<file path="src/hw/rtl/macd_pkg.sv">
// Shared types, constants and helpers for the MACD crossover block.
package macd_pkg;

    localparam int PRICE_W  = 32;
    localparam int WEIGHT_W = 17;
    localparam int FRAC_W   = 16;
    localparam int AVG_W    = 48;
    localparam int LINE_W   = 49;
    localparam int DIFF_W   = 50;
    localparam int CFG_IDX_W = 2;

    localparam logic [WEIGHT_W-1:0] ONE_Q16          = 17'd65536;
    localparam logic [WEIGHT_W-1:0] FAST_WEIGHT_RST  = 17'd10082;
    localparam logic [WEIGHT_W-1:0] SLOW_WEIGHT_RST  = 17'd4855;
    localparam logic [WEIGHT_W-1:0] LINE_WEIGHT_RST  = 17'd13107;

    // Configuration register indexes
    localparam logic [CFG_IDX_W-1:0] CFG_FAST_WEIGHT = 2'd0;
    localparam logic [CFG_IDX_W-1:0] CFG_SLOW_WEIGHT = 2'd1;
    localparam logic [CFG_IDX_W-1:0] CFG_LINE_WEIGHT = 2'd2;

    // Result signal codes
    localparam logic [1:0] SIG_NONE = 2'd0;
    localparam logic [1:0] SIG_BUY  = 2'd1;
    localparam logic [1:0] SIG_SELL = 2'd2;

    typedef enum logic [3:0] {
        OP_NONE,
        OP_DIFF,
        OP_MUL_LO,
        OP_MUL_HI,
        OP_UPD,
        OP_MACD,
        OP_FIN,
        OP_SKIP
    } op_t;

    typedef enum logic [1:0] {
        SEL_FAST,
        SEL_SLOW,
        SEL_LINE
    } sel_t;

    typedef struct packed {
        logic load_in;
        op_t  op;
        sel_t sel;
    } cmd_t;

    typedef struct packed {
        logic price_zero;
        logic primed;
    } status_t;

    function automatic logic [WEIGHT_W-1:0] clamp_weight(input logic [WEIGHT_W-1:0] w);
        clamp_weight = (w > ONE_Q16) ? ONE_Q16 : w;
    endfunction

endpackage

</file>
<file path="src/hw/rtl/macd_mul.sv">
// Shared registered signed multiplier, 33 x 18 bits.
module macd_mul (
    input  logic                clk,
    input  logic                en,
    input  logic signed [32:0]  a,
    input  logic signed [17:0]  b,
    output logic signed [50:0]  p
);

    logic signed [50:0] p_reg;
    logic signed [50:0] p_next;

    assign p_next = a * b;

    always_ff @(posedge clk)
    begin
        if (en)
        begin
            p_reg <= p_next;
        end
    end

    assign p = p_reg;

endmodule

</file>
<file path="src/hw/rtl/macd_dp.sv">
// Datapath: weights, averages, lines, blend arithmetic and the result register.
module macd_dp (
    input  logic                                   clk,
    input  logic                                   rst_n,
    input  macd_pkg::cmd_t                         cmd,
    output macd_pkg::status_t                      status,
    input  logic [macd_pkg::PRICE_W-1:0]           price,
    input  logic                                   cfg_write,
    input  logic [macd_pkg::CFG_IDX_W-1:0]         cfg_index,
    input  logic [macd_pkg::WEIGHT_W-1:0]          cfg_data,
    output logic [1:0]                             signal,
    output logic signed [macd_pkg::DIFF_W-1:0]     strength
);

    logic [macd_pkg::WEIGHT_W-1:0]        fast_weight_reg;
    logic [macd_pkg::WEIGHT_W-1:0]        slow_weight_reg;
    logic [macd_pkg::WEIGHT_W-1:0]        line_weight_reg;
    logic [macd_pkg::AVG_W-1:0]           fast_reg;
    logic [macd_pkg::AVG_W-1:0]           slow_reg;
    logic signed [macd_pkg::LINE_W-1:0]   macd_reg;
    logic signed [macd_pkg::LINE_W-1:0]   sig_line_reg;
    logic                                 holding_reg;
    logic                                 primed_reg;

    logic [macd_pkg::PRICE_W-1:0]         price_reg;
    logic                                 prev_above_reg;
    logic signed [macd_pkg::LINE_W-1:0]   macd_new_reg;
    logic signed [macd_pkg::DIFF_W-1:0]   diff_reg;
    logic [48:0]                          acc_reg;
    logic [1:0]                           signal_reg;
    logic signed [macd_pkg::DIFF_W-1:0]   strength_reg;

    logic signed [macd_pkg::DIFF_W-1:0]   old_val;
    logic signed [macd_pkg::DIFF_W-1:0]   x_val;
    logic [macd_pkg::WEIGHT_W-1:0]        w_sel;
    logic                                 mul_en;
    logic signed [32:0]                   mul_a;
    logic signed [17:0]                   mul_b;
    logic signed [50:0]                   mul_p;
    logic signed [51:0]                   upd;
    logic signed [macd_pkg::DIFF_W-1:0]   fin_diff;
    logic                                 fin_above;
    logic [1:0]                           fin_sig;
    logic                                 holding_next;

    // Operand selection for the blend in progress
    always_comb
    begin
        unique case (cmd.sel)
            macd_pkg::SEL_FAST:
            begin
                old_val = $signed({2'b00, fast_reg});
                x_val   = $signed({2'b00, price_reg, 16'h0000});
                w_sel   = macd_pkg::clamp_weight(fast_weight_reg);
            end
            macd_pkg::SEL_SLOW:
            begin
                old_val = $signed({2'b00, slow_reg});
                x_val   = $signed({2'b00, price_reg, 16'h0000});
                w_sel   = macd_pkg::clamp_weight(slow_weight_reg);
            end
            macd_pkg::SEL_LINE:
            begin
                old_val = $signed({sig_line_reg[macd_pkg::LINE_W-1], sig_line_reg});
                x_val   = $signed({macd_new_reg[macd_pkg::LINE_W-1], macd_new_reg});
                w_sel   = macd_pkg::clamp_weight(line_weight_reg);
            end
            default:
            begin
                old_val = '0;
                x_val   = '0;
                w_sel   = '0;
            end
        endcase
    end

    // Difference times weight in two partial products: low 32 bits, then signed top bits
    assign mul_en = (cmd.op == macd_pkg::OP_MUL_LO) || (cmd.op == macd_pkg::OP_MUL_HI);
    assign mul_a  = (cmd.op == macd_pkg::OP_MUL_HI)
                  ? $signed({{15{diff_reg[macd_pkg::DIFF_W-1]}}, diff_reg[49:32]})
                  : $signed({1'b0, diff_reg[31:0]});
    assign mul_b  = $signed({1'b0, w_sel});

    macd_mul u_mul (
        .clk (clk),
        .en  (mul_en),
        .a   (mul_a),
        .b   (mul_b),
        .p   (mul_p)
    );

    // old + floor(d*w / 2^16); the high product carries no bits below 2^32
    assign upd = $signed({{2{old_val[macd_pkg::DIFF_W-1]}}, old_val})
               + $signed({19'b0, acc_reg[48:16]})
               + $signed({mul_p[35:0], 16'h0000});

    assign fin_diff  = $signed({macd_new_reg[macd_pkg::LINE_W-1], macd_new_reg})
                     - $signed({sig_line_reg[macd_pkg::LINE_W-1], sig_line_reg});
    assign fin_above = macd_new_reg > sig_line_reg;

    always_comb
    begin
        fin_sig      = macd_pkg::SIG_NONE;
        holding_next = holding_reg;
        priority if (fin_above && !prev_above_reg && !holding_reg)
        begin
            fin_sig      = macd_pkg::SIG_BUY;
            holding_next = 1'b1;
        end
        else if (!fin_above && prev_above_reg && holding_reg)
        begin
            fin_sig      = macd_pkg::SIG_SELL;
            holding_next = 1'b0;
        end
    end

    always_ff @(posedge clk or negedge rst_n)
    begin
        if (!rst_n)
        begin
            fast_weight_reg <= macd_pkg::FAST_WEIGHT_RST;
            slow_weight_reg <= macd_pkg::SLOW_WEIGHT_RST;
            line_weight_reg <= macd_pkg::LINE_WEIGHT_RST;
            fast_reg        <= '0;
            slow_reg        <= '0;
            macd_reg        <= '0;
            sig_line_reg    <= '0;
            holding_reg     <= 1'b0;
            primed_reg      <= 1'b0;
        end
        else
        begin
            if (cfg_write)
            begin
                if (cfg_index == macd_pkg::CFG_FAST_WEIGHT)
                begin
                    fast_weight_reg <= cfg_data;
                end
                if (cfg_index == macd_pkg::CFG_SLOW_WEIGHT)
                begin
                    slow_weight_reg <= cfg_data;
                end
                if (cfg_index == macd_pkg::CFG_LINE_WEIGHT)
                begin
                    line_weight_reg <= cfg_data;
                end
            end
            if (cmd.op == macd_pkg::OP_UPD)
            begin
                unique case (cmd.sel)
                    macd_pkg::SEL_FAST: fast_reg     <= upd[macd_pkg::AVG_W-1:0];
                    macd_pkg::SEL_SLOW: slow_reg     <= upd[macd_pkg::AVG_W-1:0];
                    macd_pkg::SEL_LINE: sig_line_reg <= upd[macd_pkg::LINE_W-1:0];
                    default:
                    begin
                    end
                endcase
            end
            if (cmd.op == macd_pkg::OP_FIN)
            begin
                macd_reg    <= macd_new_reg;
                holding_reg <= holding_next;
            end
            // Seed on the first nonzero price
            if (cmd.op == macd_pkg::OP_SKIP && price_reg != '0)
            begin
                fast_reg     <= {price_reg, 16'h0000};
                slow_reg     <= {price_reg, 16'h0000};
                macd_reg     <= '0;
                sig_line_reg <= '0;
                primed_reg   <= 1'b1;
            end
        end
    end

    always_ff @(posedge clk)
    begin
        if (cmd.load_in)
        begin
            price_reg      <= price;
            prev_above_reg <= macd_reg > sig_line_reg;
        end
        unique case (cmd.op)
            macd_pkg::OP_DIFF:   diff_reg <= x_val - old_val;
            macd_pkg::OP_MUL_HI: acc_reg  <= mul_p[48:0];
            macd_pkg::OP_MACD:
            begin
                macd_new_reg <= $signed({1'b0, fast_reg}) - $signed({1'b0, slow_reg});
            end
            macd_pkg::OP_FIN:
            begin
                signal_reg   <= fin_sig;
                strength_reg <= fin_diff;
            end
            macd_pkg::OP_SKIP:
            begin
                signal_reg   <= macd_pkg::SIG_NONE;
                strength_reg <= '0;
            end
            default:
            begin
            end
        endcase
    end

    assign status.price_zero = (price == '0);
    assign status.primed     = primed_reg;
    assign signal            = signal_reg;
    assign strength          = strength_reg;

endmodule

</file>
<file path="src/hw/rtl/macd_ctrl.sv">
// Controller: sequences the three blends and the input and result handshakes.
module macd_ctrl (
    input  logic               clk,
    input  logic               rst_n,
    input  logic               in_valid,
    output logic               in_ready,
    output logic               out_valid,
    input  logic               out_ready,
    input  macd_pkg::status_t  status,
    output macd_pkg::cmd_t     cmd
);

    typedef enum logic [2:0] {
        ST_IDLE,
        ST_DIFF,
        ST_LO,
        ST_HI,
        ST_UPD,
        ST_MACD,
        ST_FIN,
        ST_SKIP
    } state_t;

    state_t          state_reg;
    state_t          state_next;
    macd_pkg::sel_t  sel_reg;
    macd_pkg::sel_t  sel_next;
    logic            out_valid_reg;
    logic            out_valid_next;
    logic            out_free;

    assign out_free = !out_valid_reg || out_ready;

    always_comb
    begin
        state_next     = state_reg;
        sel_next       = sel_reg;
        out_valid_next = out_valid_reg && !out_ready;
        cmd.load_in    = 1'b0;
        cmd.op         = macd_pkg::OP_NONE;
        cmd.sel        = sel_reg;
        in_ready       = 1'b0;
        unique case (state_reg)
            ST_IDLE:
            begin
                in_ready = 1'b1;
                if (in_valid)
                begin
                    cmd.load_in = 1'b1;
                    sel_next    = macd_pkg::SEL_FAST;
                    if (status.price_zero || !status.primed)
                    begin
                        state_next = ST_SKIP;
                    end
                    else
                    begin
                        state_next = ST_DIFF;
                    end
                end
            end
            ST_DIFF:
            begin
                cmd.op     = macd_pkg::OP_DIFF;
                state_next = ST_LO;
            end
            ST_LO:
            begin
                cmd.op     = macd_pkg::OP_MUL_LO;
                state_next = ST_HI;
            end
            ST_HI:
            begin
                cmd.op     = macd_pkg::OP_MUL_HI;
                state_next = ST_UPD;
            end
            ST_UPD:
            begin
                cmd.op = macd_pkg::OP_UPD;
                unique case (sel_reg)
                    macd_pkg::SEL_FAST:
                    begin
                        sel_next   = macd_pkg::SEL_SLOW;
                        state_next = ST_DIFF;
                    end
                    macd_pkg::SEL_SLOW: state_next = ST_MACD;
                    macd_pkg::SEL_LINE: state_next = ST_FIN;
                    default:            state_next = ST_IDLE;
                endcase
            end
            ST_MACD:
            begin
                cmd.op     = macd_pkg::OP_MACD;
                sel_next   = macd_pkg::SEL_LINE;
                state_next = ST_DIFF;
            end
            ST_FIN:
            begin
                // hold until the result register is free
                if (out_free)
                begin
                    cmd.op         = macd_pkg::OP_FIN;
                    out_valid_next = 1'b1;
                    state_next     = ST_IDLE;
                end
            end
            ST_SKIP:
            begin
                if (out_free)
                begin
                    cmd.op         = macd_pkg::OP_SKIP;
                    out_valid_next = 1'b1;
                    state_next     = ST_IDLE;
                end
            end
        endcase
    end

    always_ff @(posedge clk or negedge rst_n)
    begin
        if (!rst_n)
        begin
            state_reg     <= ST_IDLE;
            sel_reg       <= macd_pkg::SEL_FAST;
            out_valid_reg <= 1'b0;
        end
        else
        begin
            state_reg     <= state_next;
            sel_reg       <= sel_next;
            out_valid_reg <= out_valid_next;
        end
    end

    assign out_valid = out_valid_reg;

endmodule

</file>
<file path="src/hw/rtl/macd_crossover_signal.sv">
// Top level of the MACD crossover signal block.
//
//  channel   direction  handshake            payload
//  in        into       in_valid/in_ready    price[31:0]
//  out       out of     out_valid/out_ready  signal[1:0], strength[49:0] signed
//  cfg       into       cfg_write            cfg_index[1:0], cfg_data[16:0]
//
// A nonzero price after the first runs from acceptance to a valid result as follows:
// fast, slow and signal-line blends run one after another through one 33x18 multiplier,
// each in four steps (difference, low product, high product, update), plus MACD and finish.
// A zero price or the first nonzero price goes from acceptance through the skip step to its result.
// Reset clears averages, lines and flags and returns the weights to their defaults.
// A result waiting on out_ready holds; the next item is taken meanwhile and its last step
// waits until the result register frees.
module macd_crossover_signal (
    input  logic                                  clk,
    input  logic                                  rst_n,
    input  logic                                  in_valid,
    output logic                                  in_ready,
    input  logic [macd_pkg::PRICE_W-1:0]          price,
    output logic                                  out_valid,
    input  logic                                  out_ready,
    output logic [1:0]                            signal,
    output logic signed [macd_pkg::DIFF_W-1:0]    strength,
    input  logic                                  cfg_write,
    input  logic [macd_pkg::CFG_IDX_W-1:0]        cfg_index,
    input  logic [macd_pkg::WEIGHT_W-1:0]         cfg_data
);

    macd_pkg::cmd_t     cmd;
    macd_pkg::status_t  status;

    macd_ctrl u_ctrl (
        .clk       (clk),
        .rst_n     (rst_n),
        .in_valid  (in_valid),
        .in_ready  (in_ready),
        .out_valid (out_valid),
        .out_ready (out_ready),
        .status    (status),
        .cmd       (cmd)
    );

    macd_dp u_dp (
        .clk       (clk),
        .rst_n     (rst_n),
        .cmd       (cmd),
        .status    (status),
        .price     (price),
        .cfg_write (cfg_write),
        .cfg_index (cfg_index),
        .cfg_data  (cfg_data),
        .signal    (signal),
        .strength  (strength)
    );

`ifndef SYNTHESIS
    // an accepted item keeps the block busy in the cycle after it is taken
    a_busy_after_accept: assert property (@(posedge clk) disable iff (!rst_n)
        in_valid && in_ready |=> !in_ready)
        else $error("input taken on the cycle after an accepted item");

    // a buy needs MACD strictly above the signal line
    a_buy_positive: assert property (@(posedge clk) disable iff (!rst_n)
        out_valid && signal == macd_pkg::SIG_BUY |-> !strength[macd_pkg::DIFF_W-1]
            && strength != '0)
        else $error("buy result with non-positive strength");

    // a sell needs MACD at or below the signal line
    a_sell_nonpositive: assert property (@(posedge clk) disable iff (!rst_n)
        out_valid && signal == macd_pkg::SIG_SELL |-> strength[macd_pkg::DIFF_W-1]
            || strength == '0)
        else $error("sell result with positive strength");
`endif

endmodule
</file>
<file path="config.mk">
export PLATFORM = sky130hd
export DESIGN_NAME = macd_crossover_signal
export DESIGN_NICKNAME = d
export VERILOG_FILES = /design/src/hw/rtl/macd_pkg.sv /design/src/hw/rtl/macd_mul.sv /design/src/hw/rtl/macd_dp.sv /design/src/hw/rtl/macd_ctrl.sv /design/src/hw/rtl/macd_crossover_signal.sv
export SDC_FILE = /design/constraint.sdc
export NUM_CORES = 2
export LEC_CHECK = 0
export ABC_AREA = 1
export BUFFER_PORTS_ARGS = -buffer_cell sky130_fd_sc_hd__buf_2
export CAP_MARGIN = 10
export CORE_AREA = 8 8 338 340
export CTS_CLUSTER_DIAMETER = 60
export DETAILED_ROUTE_END_ITERATION = 10
export DIE_AREA = 0 0 346 348
export PLACE_DENSITY = 0.71
export SLEW_MARGIN = 10
export SYNTH_ARGS = -nofsm -noshare
export SYNTH_HDL_FRONTEND = slang
export SYNTH_HIERARCHICAL = 1
export SYNTH_SLANG_ARGS = --single-unit
</file>
<file path="constraint.sdc">
create_clock -name clk -period 19.37 [get_ports clk]
set_input_delay 3.874 -clock clk [delete_from_list [all_inputs] [get_ports clk]]
set_output_delay 3.874 -clock clk [all_outputs]
set_load 0.02 [all_outputs]
</file>
==> results.sh <==
export IMPL_num_rows=122
export IMPL_r2r_start="u_ctrl/sel_reg[1]$_DFFE_PN0P_"
export IMPL_post_synth_instance_area_um2=58700
export IMPL_endpoint_kind="flip-flop"
export IMPL_nNetsFinal=9010
export IMPL_synth_fp_nets=9021
export IMPL_required_ps=19780
export IMPL_num_fill_cells=10463
export IMPL_worst_hold_startpoint="u_dp/u_mul/p[35]$_DFFE_PP_"
export IMPL_critical_path_startpoint_type="input port"
export IMPL_max_slew_vio_count=0
export IMPL_final_setup_worst_slack_ps=7720
export IMPL_status="completed"
export IMPL_syn_inst=7982
export IMPL_timing_clock_skew_ps=31.9
export IMPL_grt_remaining_overflow=0
export IMPL_grt_usage_pct=37.9
export IMPL_unrepaired_setup_endpoints_after_global_routing="false"
export IMPL_synth_yosys_warnings=6
export IMPL_grt_start_max_net_pins=72
export IMPL_cts_post_setup_buffers_inserted=0
export IMPL_clock_tree_buffer_depth=3
export IMPL_layout_drive_gt1_share_pct=4.56
export IMPL_hold_slack_ps=426
export IMPL_fin_crit_sh_pct=60.1
export IMPL_hp_class="reg -> reg"
export IMPL_vias_in_the_first_global_route=53232
export IMPL_post_cts_resize_count=0
export IMPL_cts_htree_levels=3
export IMPL_worst_hold_path_endpoint="u_dp/acc_reg[35]$_DFFE_PP_"
export IMPL_chipWidth_um=346
export IMPL_cts_hold_fix_buffers=0
export IMPL_cts_clk_slew_worst_paths_ps=60
export IMPL_cts_tree="done"
export IMPL_root_buffer_cell="clkbuf_16"
export IMPL_min_path_cells=0
export IMPL_worst_endpoint_arrival_ps=12050
export IMPL_io_pins=110
export IMPL_core_area_um2=109000
export IMPL_detail_route_vias_per_cell=5.66
export IMPL_cts_made_buffers=68
export IMPL_cts_sinks=519
export IMPL_area_growth_synth_to_final_pct=7.03
export IMPL_vias=53544
export IMPL_fmaxAchievable_mhz=85.9
export IMPL_initial_utilization_pct=53.7
export IMPL_register_to_register_path_depth=28
export IMPL_reg_to_reg_setup_timing_slack_ps=10000
export IMPL_placed_cells=9327
export IMPL_detail_route_wl_per_cell_um=24.6
export IMPL_setup_tns_final_ps=0
export IMPL_layout_area_seq_um2=14300
export IMPL_post_route_min_period_ps=11650
export IMPL_clkLatencyLatePin_ps=660
export IMPL_synth_area_per_cell_um2=7.36
export IMPL_final_hold_viol_count=0
export IMPL_final_antenna_net_count=0
export IMPL_grt_pass1_wl_um=341000
export IMPL_final_cell_count_no_fill=9454
export IMPL_final_setup_viol_count=0
export IMPL_grt_antenna_before_repair=5
export IMPL_relSlewSlack_pct=8.64
export IMPL_worst_r2r_endpoint="u_dp/u_mul/p[39]$_DFFE_PP_"
export IMPL_area_of_the_multi_input_gates_um2=36800
export IMPL_maxCapViolations=0
export IMPL_dp_final_hpwl_um=194000
export IMPL_gp_routability_congestion=1.07
export IMPL_route_detailed_drc=0
export IMPL_buffers_on_ports=109
export IMPL_critPathKind="in -> reg"
export IMPL_drtPass1Iterations=8
export IMPL_floorplan_die_area_um2=120000
export IMPL_critical_path_peak_fanout=32
export IMPL_pre_cts_ws_ps=7040
export IMPL_die_height_um=348
export IMPL_tightestPinTransition_ps=1370
export IMPL_detail_route_wirelength_um=233000
export IMPL_detailed_router_s_first_iteration_violation_count=5493
## cell type report
type                       instances  share of cell area, %
tap                             1426                   2.84
clock inverter                    42                  0.779
antenna                            3                 0.0119
sequential                       519                   22.8
timing repair buffer             161                   1.51
clock buffer                      82                   2.90
multi-input combinational       5454                   58.6
inverter                        1767                   10.6
## how the worst max path moves through the flow
stage	to	slack [ps]	from	cells after the start
2_1_floorplan	u_dp/u_mul/p[28]$_DFFE_PP_	8160	out_ready	34
3_3_place_gp	u_dp/u_mul/p[39]$_DFFE_PP_	7040	out_ready	28
3_5_place_dp	u_dp/u_mul/p[39]$_DFFE_PP_	7040	out_ready	26
4_1_cts	u_dp/u_mul/p[39]$_DFFE_PP_	7690	out_ready	26
5_1_grt	u_dp/u_mul/p[39]$_DFFE_PP_	7320	out_ready	26
6_report	u_dp/u_mul/p[39]$_DFFE_PP_	7720	out_ready	26
## per-stage QoR
stage	util (%)	instance area, µm²
final	57.5	62800
after global routing	57.5	62800
after CTS	57.5	62800
after detailed placement	55.4	60500
after global placement	55.4	60500
after floorplan	-	58700
## worst max-delay path: stages
cell and delay, ps:
buf_2 100, inv_1 60, nand2_1 70, o21ai_0 150
inv_1 120, nand2_1 150, nor2_4 100, inv_1 840
nand2_1 360, nand2_1 780, nand2_1 190, fa_1 560
inv_1 60, fa_1 550, fa_1 450, fa_1 540
fa_1 440, fa_1 500, ha_1 440, nand2_1 130
nor2_1 210, inv_1 120, nor3_1 550, nand4_1 410
nand4_1 210, nand2_1 70
## cell usage in the layout (no fill, tap or decap), types with 12 or more instances in the layout
cell type and n:
nand2_1 2278, inv_1 1748, fa_1 584, nor2_1 547, ha_1 399, a21oi_1 340, nand3_1 329, o21ai_0 321
edfxtp_1 266, dfrtp_1 229, buf_2 108, xor2_1 85, o21ai_1 76, clkbuf_16 69, nor3_1 63, nand4_1 62
o22ai_1 61, buf_4 52, a21o_1 46, xnor2_1 42, o21bai_1 39, nor4_1 37, a31oi_1 26, dfstp_2 24
nand3b_1 21, inv_2 18, or2_2 13, o21a_1 12
## layer usage
metal	global-route usage, %	part of all wire, %	up-vias
met3	6.88	8.7	577
met1	46.6	38	25768
met4	24.7	8.1	2
met5	0	0.0047	-
li1	-	-	24476
met2	61.5	45	2721
Power is not shown: default switching activity piles up to over one toggle a cycle in this logic, so the estimate is an artifact.
